===== config.mk =====
export PLATFORM = sky130hd
export DESIGN_NAME = lpht_slot_ram
export DESIGN_NICKNAME = d
export VERILOG_FILES = /design/src/rtl/lpht_pkg.sv /design/src/rtl/lpht_slot_ram.sv
export SDC_FILE = /design/constraint.sdc
export NUM_CORES = 1
export LEC_CHECK = 0
export BUFFER_PORTS_ARGS = -buffer_cell sky130_fd_sc_hd__buf_2
export CAP_MARGIN = 15
export CORE_UTILIZATION = 40
export CTS_CLUSTER_DIAMETER = 80
export DETAILED_ROUTE_END_ITERATION = 12
export PLACE_DENSITY = 0.62
export SLEW_MARGIN = 20
export SYNTH_ARGS = -nofsm -noshare
export SYNTH_HDL_FRONTEND = slang
export SYNTH_SLANG_ARGS = --single-unit

===== constraint.sdc =====
create_clock -name clock -period 2.6 [get_ports clock]
set_clock_uncertainty 0.15 [all_clocks]
set_input_delay 0.26 -clock clock [delete_from_list [all_inputs] [get_ports clock]]
set_output_delay 0.26 -clock clock [all_outputs]
set_load 0.005 [all_outputs]

===== src/rtl/lpht_pkg.sv =====
package lpht_pkg;

   localparam int CAPACITY_DEF    = 64;
   localparam int KEY_BYTES_DEF   = 8;
   localparam int VALUE_WIDTH_DEF = 32;

   localparam int KEY_PORT_W   = 64;
   localparam int LEN_W        = 4;
   localparam int VALUE_PORT_W = 32;
   localparam int HASH_W       = 64;

   localparam logic [HASH_W-1:0] HASH_START = 64'd5381;
   localparam int                HASH_SHIFT = 5;

   localparam logic FUNC_LOOKUP = 1'b0;
   localparam logic FUNC_INSERT = 1'b1;

   typedef enum logic [1:0] {
      STATUS_OK        = 2'd0,
      STATUS_NOT_FOUND = 2'd1,
      STATUS_DUPLICATE = 2'd2,
      STATUS_FULL      = 2'd3
   } status_type;

endpackage


===== src/rtl/lpht_slot_ram.sv =====
// Slot store: one write port, one registered read port.
module lpht_slot_ram
   import lpht_pkg::*;
#(
   parameter int DEPTH = CAPACITY_DEF,
   parameter int WIDTH = 1
) (
   input  logic                      clock,
   input  logic                      wr_en,
   input  logic [$clog2(DEPTH)-1:0]  wr_addr,
   input  logic [WIDTH-1:0]          wr_data,
   input  logic                      rd_en,
   input  logic [$clog2(DEPTH)-1:0]  rd_addr,
   output logic [WIDTH-1:0]          rd_data
);

   logic [WIDTH-1:0] mem [DEPTH];
   logic [WIDTH-1:0] rd_data_ff;

   always_ff @(posedge clock) begin
      if (wr_en) begin
         mem[wr_addr] <= wr_data;
      end
      if (rd_en) begin
         rd_data_ff <= mem[rd_addr];
      end
   end

   assign rd_data = rd_data_ff;

endmodule


==> results of run 1 <==
-- registers in the layout, indices dropped and copies added, names as in the netlist --
| register | cells |
|---|---|
| rd_data | 1 |
| mem | 64 |
-- worst reg2reg max path, stage by stage (launching register included) --
cell      delay [ps]
edfxtp_1         380
mux4_1           500
mux4_2           450
or2_0            210
a32o_1           200
-- cells in the mapped netlist, drive strengths merged --
cell | number | area (um2)
nor3 | 2 | 10.0
buf | 2 | 16.3
nand4 | 3 | 18.8
edfxtp | 65 | 1950
or3b | 1 | 8.76
nand3b | 4 | 30.0
mux4 | 17 | 409
nand2 | 7 | 26.3
a41oi | 1 | 8.76
nand3 | 9 | 45.0
nand2b | 2 | 12.5
a21boi | 1 | 7.51
a22oi | 2 | 15.0
nor2 | 67 | 251
nand4b | 1 | 8.76
and2b | 1 | 7.51
a32o | 1 | 10.0
clkbuf | 10 | 37.5
or2 | 1 | 6.26
a21oi | 1 | 5.00
or3 | 1 | 6.26
nor2b | 5 | 31.3
-- per-stage QoR --
step	util	setup WS [ps]
2_1_floorplan	-	515
3_3_place_gp	0.445	220
6_report	0.481	464
3_5_place_dp	0.445	210
4_1_cts	0.481	453
5_1_grt	0.481	386
-- worst max path at each step --
stage | from | endpoint | depth (start not counted)
2_1_floorplan | rd_addr[1] | rd_data$_DFFE_PP_ | 5
3_3_place_gp | rd_addr[1] | rd_data$_DFFE_PP_ | 5
5_1_grt | mem[18]$_DFFE_PP_ | rd_data$_DFFE_PP_ | 4
3_5_place_dp | rd_addr[1] | rd_data$_DFFE_PP_ | 5
6_report | mem[18]$_DFFE_PP_ | rd_data$_DFFE_PP_ | 4
4_1_cts | mem[18]$_DFFE_PP_ | rd_data$_DFFE_PP_ | 4
-- power breakdown --
| part | internal (mW) | leakage (nW) | switching (mW) |
|---|---|---|---|
| Sequential | 1.16 | 0.586 | 0.00166 |
| Clock | 0.632 | 0.114 | 0.362 |
| Combinational | 0.0534 | 0.347 | 0.0830 |
| Total | 1.85 | 1.05 | 0.447 |
-- routing by layer --
| layer | wire, um | vias to the layer above | GRT usage | share of wire |
|---|---|---|---|---|
| li1 | - | 805 | - | - |
| met1 | 2550 | 853 | 0.215 | 0.46 |
| met2 | 2720 | 37 | 0.263 | 0.49 |
| met3 | 249 | 4 | 0.0493 | 0.045 |
| met4 | 62 | 0 | 0.0760 | 0.011 |
| met5 | 0 | - | 0 | 0 |
-- timing repair --
action | 4_1_cts | 5_1_grt
hold buffers | 1 | 0
resized for setup | 0 | 0
setup buffers | 0 | 0
endpoints found under the hold margin | 1 | 0
-- area by class of cell --
cell class | count | area (um2) | share of cell area
Timing Repair Buffer | 20 | 113 | 0.0337
Clock buffer | 10 | 128 | 0.0382
Sequential cell | 65 | 1950 | 0.585
Clock inverter | 6 | 106 | 0.0319
Multi-Input combinational cell | 127 | 918 | 0.275
Tap cell | 96 | 120 | 0.0360
-- logic make-up (layout without fill, tap and decap cells) --
group                  after synthesis  count (layout)  share of synthesized area
AO/OA/AOI/OAI                        6               6                     0.0158
buffers and inverters               12              36                     0.0184
flip-flops                          65              65                      0.668
AND/OR/NAND/NOR                    104             104                      0.158
multiplexers                        17              17                      0.140
==> out/summary.txt, run 1 <==
R2R Path Start = mem[18]$_DFFE_PP_
Critical path buffers and inverters = 0
Core Region = 6940 um2
H-tree levels = 3
Synth Net Count = 220
Final setup vio count = 0
Die height = 87.5 um
Drt wl/cell = 17.2 um
Root Driver = clkbuf_8
Fin Setup TNS = 0 ps
Worst-Margin Slew = 973 ps
P per Cell Area = 688 nW/um2
CTS tree = done
Initial DRC count = 146
Die area = 7660 um2
Count of input and output buffers = 16
Unique masters post-synth = 24
Clock transition at path regs = 70 ps
Yosys warning count = 0
Design Power = 2.29 mW
Hold EP = rd_data$_DFFE_PP_
Seq/Total Area, Yosys = 0.668
Row count = 30
Largest net degree at the start of global routing = 65
I/O pin count = 17
Worst Hold Depth = 2
Vias per cell = 5.24
Gr ovfl total = 0
Slowest stage delay, CP = 500 ps
Peak VDD IR = 0.000260 V
Worst path top cell family by delay = multiplexers
Crit-path slowest cell = mux4_1
Hpwl dp = 3650 um
Crit path arrival time = 2070 ps
# diodes = 0
Fillers = 636
Avg Inst Size Synth = 14.3 um2
Finished Cell Area = 3340 um2
First-pass DRT Iterations = 4
Worst slew margin = 0.351
Die X = 87.5 um
Worst skew pair latency = 330 ps
Sink Count = 65
R2r setup slk = 460 ps
Placed insts = 307
Seq cells post-synth = 65
WP data required = 2540 ps
WS Path Type = reg2reg
Reg-to-Reg End = rd_data$_DFFE_PP_
Fin crit period = 2140 ps
Initial Utilization = 0.421
Syn Inst Count = 204
Hold WC Path Type = in2reg
CTS buffer count = 9
Antenna Nets Post-Route = 0
F_max = 468 MHz
Hold Vio Cnt, Final = 0
Worst R2R Path Depth = 4
Fin nets = 239
Global-route usage over all layers = 0.167
Commonest non-fill, non-tap cells in the layout = 67 x nor2_1, 65 x edfxtp_1, 16 x buf_2, 10 x mux4_2
Routed via count = 1699
Final max-slew violation count = 0
Setup crit end kind = flop
Finished Layout Cells = 324
Number of global-route vias before repair = 1676
CTS max path bufs = 2
Crit share post-route = 0.821
Initial antenna violation count = 0
Hold_ws = 141 ps
Placer's final routability congestion estimate = 0.753
Share of cells above drive strength 1 = 0.193
Min-delay src = rd_addr[5]
Outcome = finished clean
DRT Wirelength = 5570 um
First-pass GRT wire length = 8900 um
Max Cap Violations = 0
Cell Area, Placed = 3090 um2
Worst setup SP type = flop
Post-Syn Area = 2920 um2
RSZ-0062 raised after global routing = no
Worst Path Max Fanout = 1
P_leak = 1.05 nW
P&R area growth vs syn = 14.1%
Most common cell after layout, fill and taps aside = nor2_1
DRC viols = 0
Worst path cell trace = mux4_1, mux4_2, or2_0, a32o_1
Note: power is estimated with default switching activity, not from simulation.
==> run 2, diff against run 1 <==
Settings changed: PLACE_DENSITY 0.62 to 0.64.
Clock period 2.6 ns to 1.85 ns, I/O delays scaled along.
==> out/summary.txt, run 2 (same netlist as run 1, synthesis figures left out) <==
Outcome = complete, but fails checks
Peak VDD IR = 0.000436 V (+67%)
Die height = 87.5 um (unchanged)
Slowest stage delay, CP = 470 ps (-30 ps)
DRT Wirelength = 5830 um (+4.6%)
H-tree levels = 3 (unchanged)
First-pass GRT wire length = 9310 um (+4.6%)
Initial antenna violation count = 0 (unchanged)
R2r setup slk = -260 ps (-720 ps)
Commonest non-fill, non-tap cells in the layout = 67 x nor2_1, 65 x edfxtp_1, 16 x buf_2, 13 x mux4_2
Max Cap Violations = 0 (unchanged)
Worst setup SP type = flop
Largest net degree at the start of global routing = 65 (unchanged)
Post-CTS Resized = 0 (unchanged)
Worst skew pair latency = 340 ps (about the same)
Worst path cell trace = mux4_2, mux4_2, or2_0, a32o_1
P per Cell Area = 1000 nW/um2 (+46%)
Clock transition at path regs = 70 ps (about the same)
Share of cells above drive strength 1 = 0.235 (+0.0421)
Row count = 30 (unchanged)
P_leak = 1.09 nW (+4.3%)
Vias per cell = 5.23 (-0.20%)
Fin Setup TNS = -256 ps (-256 ps)
Final Util = 0.494 (+0.0132)
Worst setup startpoint = mem[23]$_DFFE_PP_
Final setup vio count = 1 (+1)
Root Driver = clkbuf_8
Finished Layout Cells = 330 (+1.9%)
Routed via count = 1727 (+1.6%)
Drt wl/cell = 17.7 um (+2.7%)
Global-route usage over all layers = 0.175 (+0.00795)
Worst Path Max Fanout = 1 (unchanged)
Fin crit period = 2110 ps (-29.8 ps)
Antenna Nets Post-Route = 0 (unchanged)
Finished Cell Area = 3430 um2 (+2.7%)
F_max = 475 MHz (+1.4%)
Setup crit end kind = flop
I/O pin count = 17 (unchanged)
Crit share post-route = 1.14 (+0.317)
Placed insts = 313 (+2.0%)
CTS max path bufs = 2 (unchanged)
Initial Utilization = 0.421 (unchanged)
Hold WC Path Type = in2reg
Final max-slew violation count = 0 (unchanged)
Worst-Margin Slew = 446 ps (-528 ps)
Failing checks = negative setup slack
Cell Area, Placed = 3150 um2 (+1.9%)
Max reg flops = 64 (unchanged)
Crit path arrival time = 2050 ps (-20 ps)
Critical Path Most Common Cell = mux4_2
Core Region = 6940 um2 (unchanged)
Number of global-route vias before repair = 1754 (+4.7%)
Worst slew margin = 0.702 (+0.351)
Fin nets = 245 (+2.5%)
Initial DRC count = 124 (-15%)
Final WS setup = -256 ps (-720 ps)
# diodes = 0 (unchanged)
R2R Path Start = mem[23]$_DFFE_PP_
DRC viols = 0 (unchanged)
Placer's final routability congestion estimate = 0.696 (-7.6%)
First-pass DRT Iterations = 4 (unchanged)
Most common cell after layout, fill and taps aside = nor2_1
Setup bufs post-CTS = 0 (unchanged)
CTS tree = done
P&R area growth vs syn = 17.2%
Hold Vio Cnt, Final = 0 (unchanged)
Die X = 87.5 um (unchanged)
Sink Count = 65 (unchanged)
Gr ovfl total = 0 (unchanged)
Count of input and output buffers = 16 (unchanged)
Crit-path slowest cell = mux4_2
CTS buffer count = 9 (unchanged)
Hpwl dp = 3770 um (+3.3%)
Die area = 7660 um2 (unchanged)
RSZ-0062 raised after global routing = yes
Min-delay src = rd_addr[5]
Largest reg by FF count = mem
WS Path Type = reg2reg
WP data required = 1800 ps (-740 ps)
-- run 2: cell count changes in the layout (fill, tap and decap cells not counted) --
cell | before | now
clkinv_4 | 0 | 2
clkinvlp_4 | 1 | 0
buf_4 | 3 | 7
buf_12 | 0 | 2
clkbuf_1 | 1 | 0
bufinv_16 | 3 | 4
clkinv_1 | 1 | 0
mux4_2 | 10 | 13
mux4_1 | 7 | 4
-- run 2: path summary, 6_finish.rpt --
kind / end / cells after the start
worst max-delay path: rd_data$_DFFE_PP_ / 4
worst min-delay path: rd_data$_DFFE_PP_ / 2
worst max register to register: rd_data$_DFFE_PP_ / 4
worst min register to register: rd_data$_DFFE_PP_ / 4
-- run 2: critical path, delay by kind of cell, from the launching register on --
kind	cells	cell delay, ps
AND/OR/NAND/NOR	1	210
flip-flops	1	380
multiplexers	2	930
AO/OA/AOI/OAI	1	190
-- run 2: through the flow --
step / hold WS (ps) / worst slack (ps) / total power, mW
2_1_floorplan: 134 / -175 / 1.78
3_3_place_gp: 239 / -310 / 1.87
3_5_place_dp: 235 / -324 / 1.88
4_1_cts: 41.8 / -277 / 3.45
5_1_grt: 57.4 / -303 / 3.53
6_report: 52.6 / -256 / 3.43
-- run 2: layer usage --
| layer | vias up | global-route usage | wire [um] | share of wire |
|---|---|---|---|---|
| li1 | 816 | - | - | - |
| met1 | 853 | 0.220 | 2510 | 0.43 |
| met2 | 44 | 0.278 | 2910 | 0.50 |
| met3 | 14 | 0.0370 | 268 | 0.046 |
| met4 | 0 | 0.110 | 138 | 0.024 |
| met5 | - | 0 | 0 | 0 |
-- run 2: where the power goes --
part           internal [mW]  leakage (nW)  switching (mW)
combinational         0.0892         0.372           0.121
clock                   1.03         0.133           0.556
sequential              1.63         0.586         0.00236
-- run 2: layout make-up --
class / instances / area (um2)
well taps: 96 / 120
flip-flops and latches: 65 / 1950
repair buffers: 26 / 183
clock buffers: 9 / 124
fillers: 598 / 3520
multi-input cells: 127 / 907
clock inverters: 7 / 143
-- run 2: repair_timing --
action,in CTS,in global routing
gates cloned,0,0
hold buffers,1,0
setup endpoints to repair,1,1
endpoints found under the hold margin,1,0
==> run 3, diff against run 2 <==
Settings changed: CELL_PAD_IN_SITES_DETAIL_PLACEMENT from default to 0, CELL_PAD_IN_SITES_GLOBAL_PLACEMENT from default to 1, PLACE_DENSITY 0.64 to 0.73.
==> out/summary.txt, run 3 (same netlist as run 1, synthesis figures left out) <==
Fin Setup TNS = -288 ps (-32.4 ps)
Share of cells above drive strength 1 = 0.222 (-0.0128)
Min-delay src = rd_addr[5]
Internal Power = 2.47 mW (-10%)
Number of global-route vias before repair = 1692 (-3.5%)
Row count = 30 (unchanged)
Peak VDD IR = 0.000303 V (-31%)
# diodes = 0 (unchanged)
Placer's final routability congestion estimate = 0.727 (+4.5%)
Slowest stage delay, CP = 480 ps (about the same)
Worst slew margin = 0.630 (-0.0724)
Max reg flops = 64 (unchanged)
Core Region = 6940 um2 (unchanged)
R2R Path Start = mem[4]$_DFFE_PP_
Critical Path Most Common Cell = mux4_2
Vias per cell = 5.12 (-2.2%)
CTS max path bufs = 2 (unchanged)
DRT Wirelength = 5720 um (-2.0%)
Final max-slew violation count = 0 (unchanged)
Hpwl dp = 3770 um (-0.17%)
Worst skew pair latency = 340 ps (about the same)
Die area = 7660 um2 (unchanged)
First-pass DRT Iterations = 4 (unchanged)
Most common cell after layout, fill and taps aside = nor2_1
Outcome = complete, but fails checks
Crit path arrival time = 2090 ps (+40 ps)
Worst-Margin Slew = 556 ps (+110 ps)
P_leak = 1.05 nW (-3.7%)
Fin crit period = 2140 ps (+32.4 ps)
Commonest non-fill, non-tap cells in the layout = 67 x nor2_1, 65 x edfxtp_1, 16 x buf_2, 13 x mux4_2
Worst setup startpoint = mem[4]$_DFFE_PP_
I/O pin count = 17 (unchanged)
Initial DRC count = 154 (+24%)
Final Util = 0.484 (-0.00991)
Cell Area, Placed = 3140 um2 (-0.40%)
DRC viols = 0 (unchanged)
Hold WC Path Type = in2reg
WP data required = 1800 ps (about the same)
Finished Cell Area = 3360 um2 (-2.0%)
Gate power share = 0.066 (+0.005)
Initial antenna violation count = 0 (unchanged)
Largest reg by FF count = mem
Die height = 87.5 um (unchanged)
Final setup vio count = 1 (unchanged)
H-tree levels = 3 (unchanged)
Worst path cell trace = mux4_2, mux4_2, or2_0, a32o_1
Seq pwr share = 0.525 (+0.049)
Net Switching = 0.643 mW (-5.4%)
Net Sw Frac = 0.207 (+0.00871)
Worst Path Max Fanout = 1 (unchanged)
Multi-input logic area = 907 um2 (unchanged)
Final WS setup = -288 ps (-32.4 ps)
CTS tree = done
Clock group share of total power = 0.409 (-0.054)
Count of input and output buffers = 16 (unchanged)
FF/Latch Area = 1950 um2 (unchanged)
P&R area growth vs syn = 14.9%
First-pass GRT wire length = 9020 um (-3.1%)
Worst setup SP type = flop
Die X = 87.5 um (unchanged)
RSZ-0062 raised after global routing = yes
Crit share post-route = 1.16 (+0.0175)
Root Driver = clkbuf_8
Setup crit end kind = flop
CTS buffer count = 9 (unchanged)
Gr ovfl total = 0 (unchanged)
Clock transition at path regs = 70 ps (about the same)
Routed via count = 1689 (-2.2%)
Drt wl/cell = 17.3 um (-2.0%)
Global-route usage over all layers = 0.170 (-0.00531)
Largest net degree at the start of global routing = 65 (unchanged)
Max Cap Violations = 0 (unchanged)
Crit-path slowest cell = mux4_2
WS Path Type = reg2reg
Sink Count = 65 (unchanged)
Failing checks = negative setup slack
Fin nets = 245 (unchanged)
F_max = 468 MHz (-1.5%)
Post-CTS Resized = 0 (unchanged)
Hold Vio Cnt, Final = 0 (unchanged)
Antenna Nets Post-Route = 0 (unchanged)
Fillers = 621 (+3.8%)
Initial Utilization = 0.421 (unchanged)
P per Cell Area = 926 nW/um2 (-7.5%)
run 3: cell types whose count changed in the layout (fill, tap and decap cells not counted), moves of 2 or more:
cell	previous run	this run
clkinv_4	2	0
clkinv_1	0	2
clkinvlp_4	0	2
bufinv_16	4	2
run 3: cell type report:
class                   instances  area share
flip-flops and latches         65       0.581
multi-input cells             127       0.270
repair buffers                 26      0.0507
clock buffers                  10      0.0380
well taps                      96      0.0358
clock inverters                 6      0.0246
run 3: per-layer routing:
metal	track usage	wire (um)
met1	0.229	2570
met2	0.255	2670
met3	0.0408	321
met4	0.0924	152
met5	0	0
run 3: final timing paths:
check                      endpoint  slack, ps  cells past startpoint
setup / recovery  rd_data$_DFFE_PP_       -290                      4
hold / removal    rd_data$_DFFE_PP_         40                      2
setup reg to reg  rd_data$_DFFE_PP_       -290                      4
hold reg to reg   rd_data$_DFFE_PP_        800                      4
run 3: critical path, delay by kind of cell (launching register included):
kind,cells,cell delay (ps)
AO/OA/AOI/OAI,1,200
flip-flops,1,400
multiplexers,2,950
AND/OR/NAND/NOR,1,210
run 3: per-stage QoR:
step / std cells / hold WS [ps] / power (mW) / setup slack [ps]
floorplan: 204 / 134 / 1.78 / -175
global placement: 313 / 245 / 1.87 / -343
detailed placement: 313 / 238 / 1.87 / -361
CTS: 330 / 33.5 / 3.12 / -291
global route: 330 / 57.6 / 3.20 / -343
finish: 330 / 36.3 / 3.11 / -288
run 3: repair_timing:
| action | CTS | global route |
|---|---|---|
| endpoints found under the hold margin | 1 | 0 |
| setup endpoints to repair | 1 | 1 |
| hold buffers | 1 | 0 |
| buffers inserted | 0 | 0 |
run 3: power by group through the flow:
stage	Sequential [mW]	Combinational, mW	Clock, mW
3_5_place_dp	1.67	0.206	0
4_1_cts	1.63	0.208	1.28
5_1_grt	1.63	0.227	1.34
6_report	1.63	0.205	1.27
3_3_place_gp	1.67	0.205	0
2_1_floorplan	1.67	0.118	0
