<file path="src/rtl/lpht_pkg.sv">
package lpht_pkg;

   localparam int CAPACITY_DEF    = 64;
   localparam int KEY_BYTES_DEF   = 8;
   localparam int VALUE_WIDTH_DEF = 32;

   localparam int KEY_PORT_W   = 64;
   localparam int LEN_W        = 4;
   localparam int VALUE_PORT_W = 32;
   localparam int HASH_W       = 64;

   localparam logic [HASH_W-1:0] HASH_START = 64'd5381;
   localparam int                HASH_SHIFT = 5;

   localparam logic FUNC_LOOKUP = 1'b0;
   localparam logic FUNC_INSERT = 1'b1;

   typedef enum logic [1:0] {
      STATUS_OK        = 2'd0,
      STATUS_NOT_FOUND = 2'd1,
      STATUS_DUPLICATE = 2'd2,
      STATUS_FULL      = 2'd3
   } status_type;

endpackage

</file>
<file path="src/rtl/lpht_hash.sv">
// Iterative djb2 hash (one key byte per cycle) followed by the remainder by
// the table capacity. For a capacity that is not a power of two, fold the hash
// in 16-bit chunks weighted by 2**(16*j) mod CAPACITY, then reduce the folded
// sum by a reciprocal multiplication and one correcting subtract.
module lpht_hash
   import lpht_pkg::*;
#(
   parameter int CAPACITY  = CAPACITY_DEF,
   parameter int KEY_BYTES = KEY_BYTES_DEF
) (
   input  logic                         clock,
   input  logic                         reset,
   input  logic                         start,
   input  logic [8*KEY_BYTES-1:0]       key,
   input  logic [LEN_W-1:0]             len,
   output logic                         done,
   output logic [$clog2(CAPACITY)-1:0]  home
);

   localparam int KEY_W    = 8 * KEY_BYTES;
   localparam int IDX_W    = $clog2(CAPACITY);
   localparam int CHUNK_W  = 16;
   localparam int PROD_W   = CHUNK_W + IDX_W;
   localparam int ACC_W    = PROD_W + 2;
   localparam bit CAP_POW2 = ((CAPACITY & (CAPACITY - 1)) == 0);
   localparam logic [IDX_W:0]   CAP_EXT  = (IDX_W + 1)'(CAPACITY);
   localparam logic [31:0]      RECIP    = 32'((64'd1 << 32) / 64'(CAPACITY));
   localparam logic [IDX_W-1:0] WEIGHT_0 = IDX_W'(1);
   localparam logic [IDX_W-1:0] WEIGHT_1 = IDX_W'((64'd1 << 16) % 64'(CAPACITY));
   localparam logic [IDX_W-1:0] WEIGHT_2 = IDX_W'((64'd1 << 32) % 64'(CAPACITY));
   localparam logic [IDX_W-1:0] WEIGHT_3 = IDX_W'((64'd1 << 48) % 64'(CAPACITY));

   typedef enum logic [6:0] {
      H_IDLE = 7'b0000001,
      H_BYTE = 7'b0000010,
      H_MOD  = 7'b0000100,
      H_FOLD = 7'b0001000,
      H_QUOT = 7'b0010000,
      H_REM  = 7'b0100000,
      H_FIX  = 7'b1000000
   } hash_state_type;

   hash_state_type        state_ff, state_in;
   logic [HASH_W-1:0]     h_ff, h_in;
   logic [KEY_W-1:0]      key_sh_ff, key_sh_in;
   logic [LEN_W-1:0]      cnt_ff, cnt_in;
   logic [1:0]            fold_cnt_ff, fold_cnt_in;
   logic [ACC_W-1:0]      acc_ff, acc_in;
   logic [ACC_W-1:0]      quot_ff, quot_in;
   logic [IDX_W:0]        rem_ff, rem_in;
   logic [IDX_W-1:0]      home_ff, home_in;
   logic                  done_ff, done_in;

   logic [HASH_W-1:0]     byte_ext;
   logic [HASH_W-1:0]     h_step;
   logic [IDX_W-1:0]      weight;
   logic [PROD_W-1:0]     fold_term;
   logic [ACC_W+31:0]     quot_prod;
   logic [ACC_W+IDX_W:0]  quot_back;

   // shared shift-add step: h * 33 + sign-extended byte
   assign byte_ext = {{(HASH_W - 8){key_sh_ff[7]}}, key_sh_ff[7:0]};
   assign h_step   = (h_ff << HASH_SHIFT) + h_ff + byte_ext;

   // weight of the current 16-bit chunk, low chunk first
   always_comb begin
      unique case (fold_cnt_ff)
         2'd0: weight = WEIGHT_0;
         2'd1: weight = WEIGHT_1;
         2'd2: weight = WEIGHT_2;
         2'd3: weight = WEIGHT_3;
      endcase
   end

   assign fold_term = h_ff[CHUNK_W-1:0] * weight;
   // quotient estimate is low by at most one
   assign quot_prod = acc_ff * RECIP;
   assign quot_back = quot_ff * CAP_EXT;

   always_comb begin
      state_in    = state_ff;
      h_in        = h_ff;
      key_sh_in   = key_sh_ff;
      cnt_in      = cnt_ff;
      fold_cnt_in = fold_cnt_ff;
      acc_in      = acc_ff;
      quot_in     = quot_ff;
      rem_in      = rem_ff;
      home_in     = home_ff;
      done_in     = 1'b0;
      unique case (state_ff)
         H_IDLE: begin
            if (start) begin
               h_in      = HASH_START;
               key_sh_in = key;
               cnt_in    = len;
               state_in  = (len == '0) ? H_MOD : H_BYTE;
            end
         end
         H_BYTE: begin
            h_in      = h_step;
            key_sh_in = key_sh_ff >> 8;
            cnt_in    = cnt_ff - 1'b1;
            if (cnt_ff == LEN_W'(1)) begin
               state_in = H_MOD;
            end
         end
         H_MOD: begin
            if (CAP_POW2) begin
               home_in  = h_ff[IDX_W-1:0];
               done_in  = 1'b1;
               state_in = H_IDLE;
            end else begin
               acc_in      = '0;
               fold_cnt_in = '0;
               state_in    = H_FOLD;
            end
         end
         H_FOLD: begin
            // accumulate one weighted chunk a cycle
            acc_in      = acc_ff + ACC_W'(fold_term);
            h_in        = h_ff >> CHUNK_W;
            fold_cnt_in = fold_cnt_ff + 1'b1;
            if (fold_cnt_ff == 2'd3) begin
               state_in = H_QUOT;
            end
         end
         H_QUOT: begin
            quot_in  = quot_prod[ACC_W+31:32];
            state_in = H_REM;
         end
         H_REM: begin
            rem_in   = (IDX_W + 1)'(acc_ff - quot_back[ACC_W-1:0]);
            state_in = H_FIX;
         end
         H_FIX: begin
            home_in  = (rem_ff >= CAP_EXT) ? IDX_W'(rem_ff - CAP_EXT) : rem_ff[IDX_W-1:0];
            done_in  = 1'b1;
            state_in = H_IDLE;
         end
         default: begin
            state_in = H_IDLE;
         end
      endcase
   end

   always_ff @(posedge clock) begin
      if (reset) begin
         state_ff <= H_IDLE;
         done_ff  <= 1'b0;
      end else begin
         state_ff <= state_in;
         done_ff  <= done_in;
      end
      h_ff        <= h_in;
      key_sh_ff   <= key_sh_in;
      cnt_ff      <= cnt_in;
      fold_cnt_ff <= fold_cnt_in;
      acc_ff      <= acc_in;
      quot_ff     <= quot_in;
      rem_ff      <= rem_in;
      home_ff     <= home_in;
   end

   assign done = done_ff;
   assign home = home_ff;

endmodule

</file>
<file path="config.mk">
export PLATFORM = sky130hd
export DESIGN_NAME = lpht_hash
export DESIGN_NICKNAME = d
export VERILOG_FILES = /design/src/rtl/lpht_pkg.sv /design/src/rtl/lpht_hash.sv
export SDC_FILE = /design/constraint.sdc
export NUM_CORES = 1
export LEC_CHECK = 0
export BUFFER_PORTS_ARGS = -buffer_cell sky130_fd_sc_hd__buf_2
export CAP_MARGIN = 10
export CORE_ASPECT_RATIO = 1.1
export CORE_MARGIN = 3
export CORE_UTILIZATION = 50
export CTS_CLUSTER_DIAMETER = 30
export DETAILED_ROUTE_END_ITERATION = 7
export PLACE_DENSITY = 0.76
export SYNTH_ARGS = -nofsm -noshare
export SYNTH_HDL_FRONTEND = slang
export SYNTH_SLANG_ARGS = --single-unit
</file>
<file path="constraint.sdc">
create_clock -name clock -period 4.7 [get_ports clock]
set_input_delay 0.94 -clock clock [delete_from_list [all_inputs] [get_ports clock]]
set_output_delay 0.94 -clock clock [all_outputs]
set_load 0.05 [all_outputs]
</file>
==> run_results.csv, run 1 <==
group,metric,value,unit
setup_path,critPathLaunchType,"input pin",
synth,synth_cell_types,28,
min_path,hold_depth,0,
placed_design,gp_congestion,0.766,
setup_path,path_buf_inv,2,
drt,drtIter0Drc,112,
die,dieWidth,80.4,um
power,ir_worst_vdd,0.000203,V
power,power.density,377,nW/um2
clock_network,h-tree-depth,3,
timing,worstMarginPinSlew,1.04,ns
synth,avgSynthCellArea,11.0,um2
placed_design,dpl.hpwl,3.34,mm
cells_and_area,stdcell_count,421,
die,die-area,7060,um2
drt,vias,2004,
timing,finalSetupTns,0,ns
cells_and_area,drive_gt1_share,23.5,%
job,maxCapViolCount,0,
timing,fin_crit_sh,45.9,%
die,coreArea,5840,um2
timing,skew,0.00864,ns
setup_path,critPathMaxFanout,23,
power,leakagePower,1.58,nW
grt,grt_pass1_vias,1890,
die,chipHeight,87.8,um
timing,period_needed,2.16,ns
die,rows,29,
setup_path,r2r-start,"h_ff[1]",
placed_design,postPlaceCellArea,3410,um2
setup_path,reg2regPathDepth,8,
synth,synth_seq_cells,68,
clock_network,cts_root_buf,"clkbuf_8",
drt,dr.pass1.iters,4,
timing,hold_viol_final,0,
grt,antenna_found_initial,0,
drt,ant_nets,0,
setup_path,max_stage_delay,0.62,ns
cells_and_area,final_common_cell,"nand2_1",
drt,post_drt_wl_per_cell,11.9,um
cells_and_area,finalNetCount,422,
setup_path,path_cells,"buf_2, nand3b_1, a21oi_4, buf_4",
synth,yosysSeqAreaShare,65.8,%
cells_and_area,diodes,0,
placed_design,io_buffer_count,61,
cells_and_area,area_growth,18.0,%
grt,grt_overflow,0,
timing,hold_slack,0.457,ns
clock_network,cts_resized,0,
synth,synth_nets,359,
cells_and_area,final_cell_mix,"133 x nand2_1, 64 x edfxtp_1, 61 x buf_2, 12 x clkbuf_8, 11 x ha_1",
power,power.total,1.35,mW
setup_path,critPathLaunch,"start",
drt,drc,0,
timing,rsz0062_at_grt,"no",
timing,setup_viol,0,
clock_network,cts_setup_buffers,0,
clock_network,clock_insertion_delay_worst_skew,0.33,ns
clock_network,cts_max_path_buffers,2,
grt,track_usage,16.0,%
cells_and_area,fillCellCount,536,
setup_path,worstSetupPathType,"input pin to flop",
clock_network,holdBufCountCts,0,
setup_path,timing.rr.end,"h_ff[5]",
synth,synth_cells,276,
clock_network,path_clk_slew,0.07,ns
setup_path,cp_top_family,"compound AO/OA/AOI/OAI gates",
setup_path,cp-end-kind,"flop",
timing,slew_headroom,30.7,%
min_path,min_path_type,"flop to flop",
grt,grt_pass1_wl,8.44,mm
setup_path,reg2reg_slack,2.57,ns
drt,wirelength,5.00,mm
timing,clock.fmax,0.464,GHz
setup_path,critical_path_depth,4,
die,num_io_pins,78,
synth,yosys_warnings,0,
synth,syn_area,3040,um2
drt,avgViaCountPerCell,4.76,
placed_design,dp.cells,405,
setup_path,required,4.71,ns
clock_network,cts.sink_count,68,
clock_network,cts_tree,"built",
cells_and_area,design_area,3590,um2
timing,drv_slew,0,
setup_path,worstPathArrival,2.17,ns
status,outcome,"complete, no violations",
setup_path,crit_end,"key_sh_ff[19]",
clock_network,numCtsBuffers,9,
die,start_util,52.1,%
setup_path,slowest_stage,"a21oi_4",
grt,grt_max_degree,60,
## registers in the layout, indices dropped and copies added, names as in the netlist
signal / count
cnt_ff: 4
state_ff: 3
home: 6
key_sh_ff: 48
h_ff: 6
done: 1
## cell families (layout without fill, tap and decap cells)
kind of cell	count (synthesis)	count (layout)	share of synthesized area (%)
xor+xnor	8	8	2.30
compound gates	11	11	2.06
flops	68	68	65.8
simple gates	160	160	21.7
fa+ha+maj	12	12	5.18
buf+inv	17	85	2.96
## how the worst min path moves through the flow
stage / start / endpoint / slack [ns]
4_1_cts: h_ff[4] / home[4] / 0.46
5_1_grt: h_ff[3] / home[3] / 0.47
6_report: h_ff[4] / home[4] / 0.46
3_3_place_gp: h_ff[4] / home[4] / 0.44
3_5_place_dp: h_ff[3] / home[3] / 0.45
2_1_floorplan: h_ff[1] / home[1] / 0.43
## where the power goes
part / internal (mW) / switching, mW
Combinational: 0.0687 / 0.0934
Sequential: 0.736 / 0.0184
Clock: 0.234 / 0.205
Total: 1.04 / 0.317
## metal layers
metal  global-route usage [%]  share of wire (%)
met1                     20.6                 46
met2                     25.5                 48
met4                     8.29                1.6
met5                        0                  0
met3                     3.50                4.7
## Yosys cell counts
cell type  count  area (um2)
nor2_2         1        6.26
xnor2_1        5        43.8
nand3b_1       1        7.51
nor2b_1        1        6.26
a21o_1         1        7.51
nand2b_1       2        12.5
a211oi_1       1        7.51
buf_2          9        45.0
nor2_1         7        26.3
nor3_1         1        5.00
ha_1          11         138
buf_6          2        22.5
xor2_1         3        26.3
dfxtp_1        4        80.1
nor3b_1        2        15.0
nand2_1      133         499
or3_1          1        6.26
a21oi_1        4        20.0
or4_1          1        7.51
inv_1          6        22.5
nand2b_4       1        13.8
edfxtp_1      64        1920
or2_1          1        6.26
a22oi_1        1        7.51
o21ai_0        4        20.0
and2_1         7        43.8
nand3_1        1        5.00
fa_1           1        20.0
## per-stage QoR
| stage | utilization [%] | setup slack [ns] |
|---|---|---|
| final | 61.5 | 2.54 |
| after detailed placement | 58.3 | 2.17 |
| after global placement | 58.3 | 2.18 |
| after floorplan | - | 0.308 |
| after CTS | 61.5 | 2.53 |
| after global routing | 61.5 | 2.41 |
## cell type report
class                   instances  area (um2)  area share, %
flip-flops and latches         68        2000           55.7
inverters                       6        22.5          0.627
repair buffers                 63         320           8.92
multi-input cells             191         967           26.9
well taps                      77        96.3           2.68
clock buffers                  14         173           4.81
clock inverters                 2        10.0          0.279
(Power assumes the default switching activity.)
==> run 2, diff against run 1 <==
- CORE_UTILIZATION: 50 -> 47
- PLACE_DENSITY: 0.76 -> 0.75
- clock period: 4.7 -> 1.81 ns (I/O delays scaled with it)
==> run 2 against run 1 <==
The run now ends with negative setup slack left. Sequential cell count unchanged. Clock power rose to 3.3 times the previous value. Non-clock buffer count rose by 6. Count of clock-buffer cells in the layout is 3 lower. Sequential share of layout area shrank 2.9 points. Critical path type is now flop to flop. Largest cell class unchanged. Highest routed layer unchanged.
==> run_results.csv, run 2 (synthesized netlist as in run 1, its figures left out) <==
group,metric,value,unit
die,rows,30,
timing,layout_setup_ws,-0.112,ns
die,coreArea,6230,um2
placed_design,dp_slack,-0.153,ns
die,chipHeight,90.4,um
grt,met1_usage,20.4,%
setup_path,timing.rr.end,"h_ff[5]",
timing,worstMarginPinSlew,0.397,ns
die,die-area,7480,um2
min_path,min_from,"reset",
setup_path,crit_top_cell,"ha_4",
grt,met3_usage,3.79,%
power,leakagePower,1.65,nW
setup_path,path_cells,"ha_4, ha_4, inv_2, fa_2, nand2b_4, a21oi_2, xnor2_1, nor2_1",
placed_design,gp_congestion,0.837,
drt,ant_nets,0,
min_path,min_path_type,"input pin to flop",
drt,post_drt_wl_per_cell,12.9,um
grt,busiest_layer,"met2",
clock_network,path_clk_slew,0.07,ns
setup_path,worstPathArrival,2.00,ns
grt,grt_pass1_vias,2037,
setup_path,r2r-start,"h_ff[1]",
min_path,worstHoldEndpoint,"state_ff[1]",
drt,dr.pass1.iters,4,
setup_path,required,1.89,ns
setup_path,critPathMaxFanout,2,
timing,skew,0.00851,ns
cells_and_area,final_common_cell,"nand2_1",
job,maxCapViolCount,0,
cells_and_area,final_cell_mix,"133 x nand2_1, 64 x edfxtp_1, 61 x buf_2, 9 x ha_1, 9 x clkbuf_8",
drt,vias,2023,
min_path,hold_depth,2,
power,power.density,1040,nW/um2
setup_path,max_stage_delay,0.43,ns
grt,grt_max_degree,60,
die,dieWidth,82.7,um
timing,hold_viol_final,0,
timing,rsz0062_at_grt,"yes",
setup_path,worstSetupPathType,"flop to flop",
cells_and_area,finalNetCount,428,
clock_network,cts_max_path_buffers,2,
cells_and_area,drive_gt1_share,27.1,%
drt,wirelength,5.55,mm
setup_path,cp-end-kind,"flop",
placed_design,dpl.hpwl,3.70,mm
timing,period_needed,1.92,ns
setup_path,reg2reg_slack,-0.11,ns
cells_and_area,diodes,0,
clock_network,h-tree-depth,3,
drt,avgViaCountPerCell,4.70,
timing,clock.fmax,0.520,GHz
setup_path,critPathLaunchType,"flop",
cells_and_area,largest_reg_flops,48,
drt,drtIter0Drc,144,
clock_network,cts_root_buf,"clkbuf_8",
drt,drc,0,
timing,drv_slew,0,
grt,grt_overflow,0,
grt,track_usage,16.1,%
timing,fin_crit_sh,106,%
placed_design,io_buffer_count,61,
setup_path,slowest_stage,"edfxtp_1",
status,outcome,"finished with violations",
grt,grt.met2_usage,25.7,%
cells_and_area,top_register,"key_sh_ff",
timing,finalSetupTns,-0.194,ns
die,num_io_pins,78,
status,violations,"negative setup slack",
setup_path,reg2regPathDepth,8,
cells_and_area,area_growth,24.5,%
timing,slew_headroom,73.5,%
timing,setup_viol,3,
power,ir_worst_vdd,0.000620,V
clock_network,cts_tree,"built",
clock_network,numCtsBuffers,9,
clock_network,cts.sink_count,68,
grt,antenna_found_initial,0,
clock_network,clock_insertion_delay_worst_skew,0.33,ns
die,start_util,48.8,%
grt,grt_pass1_wl,9.05,mm
run 2: cell count changes in the layout (fill, tap and decap cells not counted), sizes merged:
cell    delta
buf        +6
bufinv     +3
clkbuf     -3
run 2: area by class of cell:
type / count / area, um2
Clock buffer: 11 / 131
Sequential cell: 68 / 2000
Clock inverter: 5 / 100
Tap cell: 80 / 100
Multi-Input combinational cell: 191 / 1010
Fill cell: 561 / 2440
Timing Repair Buffer: 69 / 419
Inverter: 6 / 22.5
run 2: critical path, delay by kind of cell (launching register included):
| family | cells | cell delay [ns] |
|---|---|---|
| fa+ha+maj | 3 | 0.77 |
| flops | 1 | 0.43 |
| simple gates | 2 | 0.20 |
| compound gates | 1 | 0.12 |
| xor+xnor | 1 | 0.12 |
| buf+inv | 1 | 0.03 |
run 2: through the flow:
step	cells	hold WS (ns)	instance area, um2	util, %	power (mW)
3_5_place_dp	413	0.443	3510	56.4	2.48
3_3_place_gp	413	0.436	3510	56.4	2.45
4_1_cts	429	0.224	3750	60.2	3.93
5_1_grt	430	0.245	3790	60.8	4.11
6_report	430	0.236	3790	60.8	3.94
2_1_floorplan	276	0.427	3070	-	2.30
run 2: worst max path at each step:
| stage | from | to | slack [ns] | cells past startpoint |
|---|---|---|---|---|
| after floorplan | state_ff[1] | cnt_ff[0] | -0.16 | 2 |
| after detailed placement | h_ff[1] | h_ff[5] | -0.15 | 8 |
| after global placement | h_ff[1] | h_ff[5] | -0.11 | 8 |
| after CTS | h_ff[1] | h_ff[5] | -0.15 | 8 |
| after global routing | h_ff[1] | h_ff[5] | -0.21 | 8 |
| final | h_ff[1] | h_ff[5] | -0.11 | 8 |
run 2: repair_timing:
action	in CTS	in global routing
setup buffers	0	1
hold buffers	0	0
endpoints found under the setup margin	2	4
pin swaps	3	3
resized for setup	2	4
run 2: where the power goes:
group	internal (mW)	leakage, nW	switching [mW]
clock	0.912	0.117	0.556
sequential	1.91	0.637	0.0522
combinational	0.233	0.899	0.273
total	3.06	1.65	0.882
run 2: metal layers:
metal | vias up | routed length (um)
li1 | 1049 | -
met4 | 0 | 94
met1 | 913 | 2360
met2 | 51 | 2820
met5 | - | 0
met3 | 10 | 273
==> run 3, diff against run 2 <==
- SKIP_CTS_REPAIR_TIMING: unset -> 1
==> run 3 against run 2 <==
The run still ends with negative setup slack left. Via count about the same. Utilization barely moved. Largest power group unchanged. Non-clock buffer count did not move. Clock power about the same. Die area is the same. Power hardly changed. Count of clock-buffer cells in the layout is the same. Clock skew hardly changed. Sequential cell count unchanged. Final cell count is the same. Register-to-register slack lost 0.05 ns. Highest routed layer unchanged.
==> run_results.csv, run 3 (synthesized netlist as in run 1, its figures left out) <==
group,metric,value,unit
status,outcome,"finished with violations",
status,violations,"negative setup slack",
timing,skew,0.00851,ns
cells_and_area,diodes,0,
cells_and_area,design_area,3790,um2
drt,dr.pass1.iters,4,
grt,grt_pass1_vias,2037,
cells_and_area,drive_gt1_share,27.4,%
clock_network,clock_insertion_delay_worst_skew,0.33,ns
die,num_io_pins,78,
cells_and_area,fillCellCount,561,
drt,avgViaCountPerCell,4.71,
cells_and_area,final_common_cell,"nand2_1",
die,die-area,7480,um2
power,leakagePower,1.66,nW
grt,track_usage,16.1,%
power,power.density,1040,nW/um2
timing,setup_viol,3,
drt,vias,2025,
clock_network,path_clk_slew,0.07,ns
placed_design,dpl.hpwl,3.70,mm
grt,antenna_found_initial,0,
setup_path,max_stage_delay,0.43,ns
min_path,min_path_type,"input pin to flop",
die,dieWidth,82.7,um
timing,layout_setup_ws,-0.166,ns
timing,fin_crit_sh,109,%
timing,clock.fmax,0.506,GHz
setup_path,required,1.89,ns
drt,wirelength,5.54,mm
cells_and_area,finalNetCount,428,
placed_design,postPlaceCellArea,3510,um2
clock_network,h-tree-depth,3,
drt,post_drt_wl_per_cell,12.9,um
timing,drv_slew,0,
clock_network,cts_tree,"built",
die,chipHeight,90.4,um
grt,grt_overflow,0,
power,ir_worst_vdd,0.000620,V
setup_path,crit_top_cell,"ha_4",
cells_and_area,final_cell_mix,"132 x nand2_1, 64 x edfxtp_1, 61 x buf_2, 9 x ha_1, 9 x clkbuf_8",
cells_and_area,area_growth,24.6,%
placed_design,io_buffer_count,61,
timing,rsz0062_at_grt,"yes",
timing,period_needed,1.98,ns
die,rows,30,
drt,drc,0,
die,start_util,48.8,%
clock_network,cts_max_path_buffers,2,
clock_network,cts.sink_count,68,
timing,hold_slack,0.236,ns
cells_and_area,top_register,"key_sh_ff",
drt,ant_nets,0,
timing,hold_viol_final,0,
setup_path,critPathLaunchType,"flop",
timing,worstMarginPinSlew,0.405,ns
setup_path,worstSetupPathType,"flop to flop",
setup_path,cp-end-kind,"flop",
timing,slew_headroom,73.0,%
setup_path,path_cells,"ha_4, ha_4, inv_2, fa_2, nand2b_4, a21oi_2, xnor2_1, nor2_1",
drt,drtIter0Drc,141,
setup_path,worstPathArrival,2.06,ns
job,maxCapViolCount,0,
setup_path,critPathMaxFanout,2,
clock_network,cts_root_buf,"clkbuf_8",
grt,grt_max_degree,60,
grt,grt_pass1_wl,9.02,mm
clock_network,numCtsBuffers,9,
die,coreArea,6230,um2
placed_design,gp_congestion,0.837,
setup_path,slowest_stage,"edfxtp_1",
cells_and_area,largest_reg_flops,48,
==> run 3: changes by cell type in the layout (fill, tap and decap cells not counted) <==
cell / delta
nand2_2: +1
nand2_1: -1
==> run 3: area by class of cell <==
cell class	instances	area, um2	area share, %
Clock buffer	11	131	3.46
Clock inverter	5	100	2.64
Inverter	6	22.5	0.594
Multi-Input combinational cell	191	1020	26.8
Sequential cell	68	2000	52.8
Tap cell	80	100	2.64
Timing Repair Buffer	69	419	11.1
==> run 3: worst paths after layout <==
kind                              start           to  slack (ns)  cells after the start
worst min register to register  h_ff[4]      home[4]        0.46                      0
worst min-delay path              reset  state_ff[1]        0.24                      2
worst max register to register  h_ff[1]      h_ff[5]       -0.17                      8
worst max-delay path            h_ff[1]      h_ff[5]       -0.17                      8
==> run 3: report_power, final <==
part	leakage, nW	internal (mW)	switching [mW]	total [mW]
Sequential	0.637	1.91	0.0521	1.96
Combinational	0.901	0.235	0.274	0.509
Clock	0.117	0.912	0.556	1.47
Total	1.66	3.06	0.883	3.94
==> run 3: metal layers <==
metal,track usage (%),share of wire (%),vias to the layer above
met4,7.77,1.7,0
met2,25.7,51,51
met3,3.79,4.9,10
met1,20.3,42,915
li1,-,-,1049
met5,0,0,-
==> run 3: worst max-delay path: cells and delay by family (launching register included) <==
family | cells | cell delay (ns)
fa+ha+maj | 3 | 0.82
compound gates | 1 | 0.12
xor+xnor | 1 | 0.12
flops | 1 | 0.43
buf+inv | 1 | 0.04
simple gates | 2 | 0.20
==> run 3: per-stage QoR <==
stage | TNS, ns | setup WS [ns] | power [mW] | instances | util, %
final | -0.305 | -0.166 | 3.94 | 430 | 60.9
after global routing | -0.558 | -0.262 | 4.11 | 430 | 60.9
after CTS | -0.193 | -0.160 | 3.93 | 429 | 60.1
after detailed placement | -0.168 | -0.153 | 2.48 | 413 | 56.4
after global placement | -0.113 | -0.113 | 2.45 | 413 | 56.4
after floorplan | -9.28 | -0.159 | 2.30 | 276 | -
